==> src/sqd_pkg.sv <==
package sqd_pkg;

	localparam int NUM_QUEUES = 5;
	localparam int LENGTH_MAX = 255;

	localparam int LEN_W = 8;
	localparam int QW    = $clog2(NUM_QUEUES);
	localparam int EW    = $clog2(NUM_QUEUES + 1);
	localparam int SEL_W = 3;

	localparam int S_DATA_W = 8;
	localparam int M_DATA_W = 32;

	localparam logic [2:0] ADDR_STEAL_MIN = 3'd0;

	typedef enum logic [1:0] {
		ACT_ARRIVE = 2'd0,
		ACT_SERVE  = 2'd1,
		ACT_STEAL  = 2'd2,
		ACT_NONE   = 2'd3
	} action_t;

	typedef enum logic [1:0] {
		ST_DONE  = 2'd0,
		ST_EMPTY = 2'd1,
		ST_FULL  = 2'd2,
		ST_RSVD  = 2'd3
	} status_t;

	typedef logic [LEN_W-1:0] len_t;
	typedef len_t len_arr_t [NUM_QUEUES];

	typedef struct packed {
		logic [QW-1:0] arr_pick;
		logic          arr_full;
		logic [QW-1:0] stl_src;
		logic          stl_found;
	} pick_t;

endpackage

==> src/sqd_select.sv <==
module sqd_select import sqd_pkg::*; (
	input  len_t          lens [NUM_QUEUES],
	input  len_t          steal_min,
	input  logic [QW-1:0] stl_dst,
	output pick_t         pick
);

	len_t          arr_best;
	logic          arr_hit;
	logic [QW-1:0] arr_idx;
	len_t          stl_best;
	logic          stl_found;
	logic [QW-1:0] stl_idx;

	// arrival: first empty queue above index 0, else last index of minimum length
	always_comb begin
		arr_best = lens[0];
		arr_idx  = '0;
		arr_hit  = 1'b0;
		for (int j = 1; j < NUM_QUEUES; j++) begin
			if (!arr_hit) begin
				if (lens[j] == '0) begin
					arr_idx = QW'(j);
					arr_hit = 1'b1;
				end else if (lens[j] <= arr_best) begin
					arr_best = lens[j];
					arr_idx  = QW'(j);
				end
			end
		end
	end

	// steal: last index of greatest length above steal_min, excluding the thief
	always_comb begin
		stl_best  = '0;
		stl_idx   = '0;
		stl_found = 1'b0;
		for (int j = 0; j < NUM_QUEUES; j++) begin
			if (QW'(j) != stl_dst && lens[j] > steal_min && lens[j] >= stl_best) begin
				stl_best  = lens[j];
				stl_idx   = QW'(j);
				stl_found = 1'b1;
			end
		end
	end

	assign pick.arr_pick  = arr_idx;
	assign pick.arr_full  = (32'(lens[arr_idx]) >= 32'(LENGTH_MAX));
	assign pick.stl_src   = stl_idx;
	assign pick.stl_found = stl_found;

endmodule

==> src/shortest_queue_dispatch_with_stealing_core.sv <==
// result: registered; valid on the master side in the cycle after the accept
// throughput: one beat per cycle while m_tready is high; queue counters update at
// the accept edge, so back-to-back beats see each other's effect with no bubble
// s_tready drops only while a finished result waits for m_tready
// reset (arst_n low): all queues empty, served total zero, steal_min 1, no result pending
module shortest_queue_dispatch_with_stealing_core import sqd_pkg::*; (
	input  logic                clk,
	input  logic                arst_n,
	input  logic                s_tvalid,
	output logic                s_tready,
	input  logic [S_DATA_W-1:0] s_tdata,  // [2:0] queue_sel, rest zero
	input  logic [1:0]          s_tuser,  // [1:0] action
	output logic                m_tvalid,
	input  logic                m_tready,
	output logic [M_DATA_W-1:0] m_tdata,  // [2:0] chosen_queue, [10:3] length_after,
	                                      // [13:11] empty_count, [29:14] served_total
	output logic [1:0]          m_tuser,  // [1:0] status
	input  logic                psel,
	input  logic                penable,
	input  logic                pwrite,
	input  logic [2:0]          paddr,
	input  logic [31:0]         pwdata,
	output logic [31:0]         prdata,
	output logic                pready
);

	len_t          len_q [NUM_QUEUES];
	len_t          len_nxt [NUM_QUEUES];
	logic [EW-1:0] empty_q;
	logic [EW-1:0] empty_nxt;
	logic [15:0]   served_q;
	logic [15:0]   served_nxt;
	len_t          steal_min_q;
	logic          out_valid_q;
	logic [M_DATA_W-1:0] out_data_q;
	logic [1:0]    out_user_q;

	logic [SEL_W-1:0] queue_sel;
	action_t       action;
	logic [QW-1:0] qi;
	logic          sel_oor;
	len_t          cur_len;
	pick_t         pick;
	logic          s_beat;

	logic [SEL_W-1:0] res_queue;
	len_t          res_len;
	status_t       res_status;
	logic [EW-1:0] stl_empty;

	assign queue_sel = s_tdata[SEL_W-1:0];
	assign action    = action_t'(s_tuser);
	assign qi        = queue_sel[QW-1:0];
	assign sel_oor   = (32'(queue_sel) >= 32'(NUM_QUEUES));
	assign cur_len   = sel_oor ? '0 : len_q[qi];

	assign s_tready = !out_valid_q || m_tready;
	assign s_beat   = s_tvalid && s_tready;

	sqd_select u_select (
		.lens      (len_q),
		.steal_min (steal_min_q),
		.stl_dst   (qi),
		.pick      (pick)
	);

	always_comb begin
		len_nxt    = len_q;
		empty_nxt  = empty_q;
		served_nxt = served_q;
		stl_empty  = empty_q;
		res_queue  = '0;
		res_len    = '0;
		res_status = ST_EMPTY;
		unique case (action)
			ACT_ARRIVE: begin
				res_queue = SEL_W'(pick.arr_pick);
				if (pick.arr_full) begin
					res_len    = len_q[pick.arr_pick];
					res_status = ST_FULL;
				end else begin
					if (len_q[pick.arr_pick] == '0 && empty_q != '0)
						empty_nxt = empty_q - EW'(1);
					len_nxt[pick.arr_pick] = len_q[pick.arr_pick] + LEN_W'(1);
					res_len    = len_q[pick.arr_pick] + LEN_W'(1);
					res_status = ST_DONE;
				end
			end
			ACT_SERVE: begin
				res_queue = queue_sel;
				if (!sel_oor && cur_len != '0) begin
					len_nxt[qi] = cur_len - LEN_W'(1);
					if (cur_len == LEN_W'(1))
						empty_nxt = empty_q + EW'(1);
					served_nxt = served_q + 16'd1;
					res_len    = cur_len - LEN_W'(1);
					res_status = ST_DONE;
				end
			end
			ACT_STEAL: begin
				res_queue = queue_sel;
				if (!sel_oor && cur_len != '0) begin
					res_len = cur_len;
				end else if (!sel_oor && pick.stl_found) begin
					len_nxt[pick.stl_src] = len_q[pick.stl_src] - LEN_W'(1);
					if (len_q[pick.stl_src] == LEN_W'(1))
						stl_empty = empty_q + EW'(1);
					len_nxt[qi] = LEN_W'(1);
					empty_nxt   = (stl_empty != '0) ? stl_empty - EW'(1) : stl_empty;
					res_queue   = SEL_W'(pick.stl_src);
					res_len     = LEN_W'(1);
					res_status  = ST_DONE;
				end
			end
			ACT_NONE: begin
				res_queue = '0;
			end
			default: begin
				res_queue = '0;
			end
		endcase
	end

	always_ff @(posedge clk or negedge arst_n) begin
		if (!arst_n) begin
			for (int j = 0; j < NUM_QUEUES; j++)
				len_q[j] <= '0;
			empty_q     <= EW'(NUM_QUEUES);
			served_q    <= '0;
			out_valid_q <= 1'b0;
		end else begin
			if (s_beat) begin
				len_q       <= len_nxt;
				empty_q     <= empty_nxt;
				served_q    <= served_nxt;
				out_valid_q <= 1'b1;
			end else if (m_tready) begin
				out_valid_q <= 1'b0;
			end
		end
	end

	always_ff @(posedge clk) begin
		if (s_beat) begin
			out_data_q <= {2'b00, served_nxt, 3'(empty_nxt), res_len, res_queue};
			out_user_q <= res_status;
		end
	end

	assign m_tvalid = out_valid_q;
	assign m_tdata  = out_data_q;
	assign m_tuser  = out_user_q;

	always_ff @(posedge clk or negedge arst_n) begin
		if (!arst_n) begin
			steal_min_q <= LEN_W'(1);
		end else if (psel && penable && pwrite && pready && paddr == ADDR_STEAL_MIN) begin
			steal_min_q <= pwdata[LEN_W-1:0];
		end
	end

	assign pready = 1'b1;
	assign prdata = (paddr == ADDR_STEAL_MIN) ? 32'(steal_min_q) : '0;

endmodule
==> config.mk <==
export PLATFORM = sky130hd
export DESIGN_NAME = shortest_queue_dispatch_with_stealing_core
export DESIGN_NICKNAME = d
export VERILOG_FILES = /design/src/sqd_pkg.sv /design/src/sqd_select.sv /design/src/shortest_queue_dispatch_with_stealing_core.sv
export SDC_FILE = /design/constraint.sdc
export NUM_CORES = 1
export LEC_CHECK = 0
export ABC_AREA = 1
export BUFFER_PORTS_ARGS = -buffer_cell sky130_fd_sc_hd__buf_2
export CAP_MARGIN = 0
export CORE_MARGIN = 2
export CORE_UTILIZATION = 35
export DETAILED_ROUTE_END_ITERATION = 7
export PLACE_DENSITY_LB_ADDON = 0.15
export SYNTH_ARGS = -nofsm -noshare
export SYNTH_HDL_FRONTEND = slang
export SYNTH_SLANG_ARGS = --single-unit
==> constraint.sdc <==
create_clock -name clk -period 21.4 [get_ports clk]
set_clock_uncertainty 0.15 [all_clocks]
set_input_delay 3.21 -clock clk [delete_from_list [all_inputs] [get_ports clk]]
set_output_delay 3.21 -clock clk [all_outputs]
set_load 0.02 [all_outputs]
==> summary.md <==
| Metric | Value |
|---|---|
| Clock root buffer master | clkbuf_16 |
| Maximum clock path buffer count | 2 |
| Min Tclk post-route | approximately 13 ns |
| Share of layout cells above drive strength 1 | 8.62% |
| Worst EP required | 21.52 ns |
| Leading cell type in the layout, fill and taps excluded | nand2_1 |
| Die height | 182 um |
| Final Hold Viols | 0 |
| Critical-path maximum fanout | 27 |
| Io pins | roughly 120 |
| CTS Buf Count | 9 |
| Hold/Removal Path Class | flop to flop |
| Critical Path Max Stage Delay | between 0.5 and 0.6 ns |
| Synth top area cells | dfrtp_1 15%, nand2_1 14%, ha_1 13% |
| Crit-path most repeated cell | nand2_1 |
| Worst skew pair latency | ~0.38 ns |
| Crit path depth | 58 |
| Fmax | 74.4 MHz |
| Area grow syn2layout | 8.12% |
| Primary FF master, synth | dfrtp_1 |
| Syn Area/Cell | between 6 and 7 um^2 |
| Tightest Pin Transition | between 1 and 1.5 ns |
| Synthesized cell area | 11100 um^2 |
| Unrepaired setup endpoints after global routing | false |
| Antenna violations before repair | 0 |
| Critical Path End Type | flop |
| Post-CTS Setup Inserts | 0 |
| Top cell type's share of synthesized area | roughly 15% |
| Die width | 182 um |
| Drt first pass iters | 5 |
| PnR worst setup slack | 7.96 ns |
| Htree depth | 3 |
| Utilization after layout | 38.2% |
| Footprint of the multi-input gates | around 7300 um^2 |
| Worst relative slew slack | 14.5% |
| Placer Congestion | between 0.9 and 1 |
| Post-route ant nets | 0 |
| #FFs+latches synth | 100 |
| Cells after Synth | ~1.7k |
| Initial core utilization | between 30% and 40% |
| Final wirelength | roughly 44000 um |
| GRT overflow | 0 |
| Netlist cell types | 59 |
| Routed length per instance | 20.7 um |
| CTS tree | done |
| CTS Hold Bufs | 0 |
| Post-synth EDFFs | 32 |
| Hold Crit Depth | 2 |
| Storage cell area | 2670 um^2 |
| Fin nets | ~1.9k |
| Pre-CTS WS | between 7 and 8 ns |
| Global-route wire length before repair | 66000 um |
| Ys Warns | 0 |
| Vias/cell | 5.46 |
| Reg2reg path depth | 46 |
| Max-cap violations | 0 |
| Clk pin slew, worst setup/hold paths | around 0.090 ns |
| WP data arrival | 13.56 ns |
| Worst path top cell family by delay | simple AND/OR/NAND/NOR gates |
| Sequential fraction of the synthesis area | 24.1% |
| Pin count of the biggest net entering global routing | 69 |
| Slowest stage cell, crit path | nor2_1 |
| Layout Cells excl Fill | between 2k and 2.5k |
| Core Box Area | approximately 31000 um^2 |
| Final slew viol count | 0 |
| Final HPWL DP | 32500 um |
| Run status | completed |
| Residual DRC | 0 |
| Area leader, netlist | dfrtp_1 |
| Die footprint | 33100 um^2 |
| Iter 0 DRT Violations | approximately 1.2k |
| Fill count | 3393 |
| Gr usage total | 26.6% |
| Share of flip-flops with an asynchronous set or reset | about two thirds |
| Post-CTS sizing | 0 |
| Port buffer count | 64 |
| Commonest cells after routing, fill and taps aside | 404 x nand2_1, 186 x nor2_1, 180 x inv_1 |
| Post-placement cell count | 2103 |
| Rows | 65 |
| Final Setup Violations | 0 |
| CTS Sinks | 100 |
| Crit Path Class | primary input to flop |
| Crit path buf inv count | 12 |
| Antenna Cells | 0 |
| Final Cycle Share | 62.8% |
| CP startpoint kind | primary input |
| Number of global-route vias before repair | between 10k and 15k |
| Vias | 11.6k |
| Setup TNS | 0 ns |
## per-layer routing
layer / share of wire, % / vias to the layer above / routed length (um) / GRT usage (%)
li1: - / 5625 / - / -
met1: 44 / 5375 / 19100 / 35.4
met2: 45 / 471 / 19900 / 43.7
met3: 7.2 / 94 / 3170 / 3.33
met4: 4.0 / 0 / 1770 / 10.6
met5: 0 / - / 0 / 0
## cells in the mapped netlist (all sizes together), types with 4 or more instances
| master | number |
|---|---|
| o22ai | 8 |
| nand2 | 419 |
| o21ai | 186 |
| nand3 | 59 |
| edfxtp | 32 |
| xnor2 | 4 |
| o2111ai | 4 |
| buf | 45 |
| clkbuf | 28 |
| nor3 | 14 |
| xor2 | 25 |
| ha | 119 |
| a22oi | 7 |
| nand3b | 4 |
| a21oi | 161 |
| clkinv | 5 |
| a31oi | 5 |
| o21a | 9 |
| o211ai | 20 |
| a211oi | 4 |
| nor2 | 196 |
| inv | 195 |
| o2bb2ai | 9 |
| dfrtp | 65 |
| nor4 | 6 |
| nand4 | 19 |
## tightest hold or removal path, cell delays in order, from the launching register on
cell     delay (ns)
dfrtp_1        0.37
nand2_1        0.06
nand2_1        0.06
## layout make-up
class / instances / share of cell area (%)
tap: 402 / 4.20
inverter: 200 / 6.34
timing repair buffer: 74 / 3.33
clock buffer: 9 / 1.88
multi-input combinational: 1327 / 61.2
sequential: 100 / 22.3
clock inverter: 7 / 0.743
## logic make-up after synthesis
group / Yosys count / share of synthesized area [%]
xor+xnor: 29 / 2.30
flops: 100 / 24.1
compound gates: 429 / 21.7
buf+inv: 273 / 10.6
fa+ha+maj: 119 / 13.5
other cells: 2 / 0.0679
simple gates: 723 / 27.9
## through the flow
| stage | hold WS (ns) | area [um^2] |
|---|---|---|
| 5_1_grt | 0.421 | 12000 |
| 4_1_cts | 0.365 | 12000 |
| 2_1_floorplan | 0.318 | 11200 |
| 3_3_place_gp | 0.335 | 11600 |
| 3_5_place_dp | 0.342 | 11600 |
| 6_report | 0.362 | 12000 |
## worst paths after layout
kind,from,to,slack [ns]
worst min-delay path,served_q[15]$_DFFE_PN0P_,served_q[15]$_DFFE_PN0P_,0.36
min in group asynchronous,arst_n,async pin,2.84
worst max-delay path,s_tdata[1],flop,7.96
worst min register to register,served_q[15]$_DFFE_PN0P_,served_q[15]$_DFFE_PN0P_,0.36
worst max register to register,flop,m_tdata[9]$_DFFE_PP_,9.92
max in group asynchronous,arst_n,steal_min_q[5]$_DFFE_PN0P_,17.60
Power is left out: the tool's default activity adds up to more than one toggle a clock period on the data nets, which glitch-free logic cannot reach.
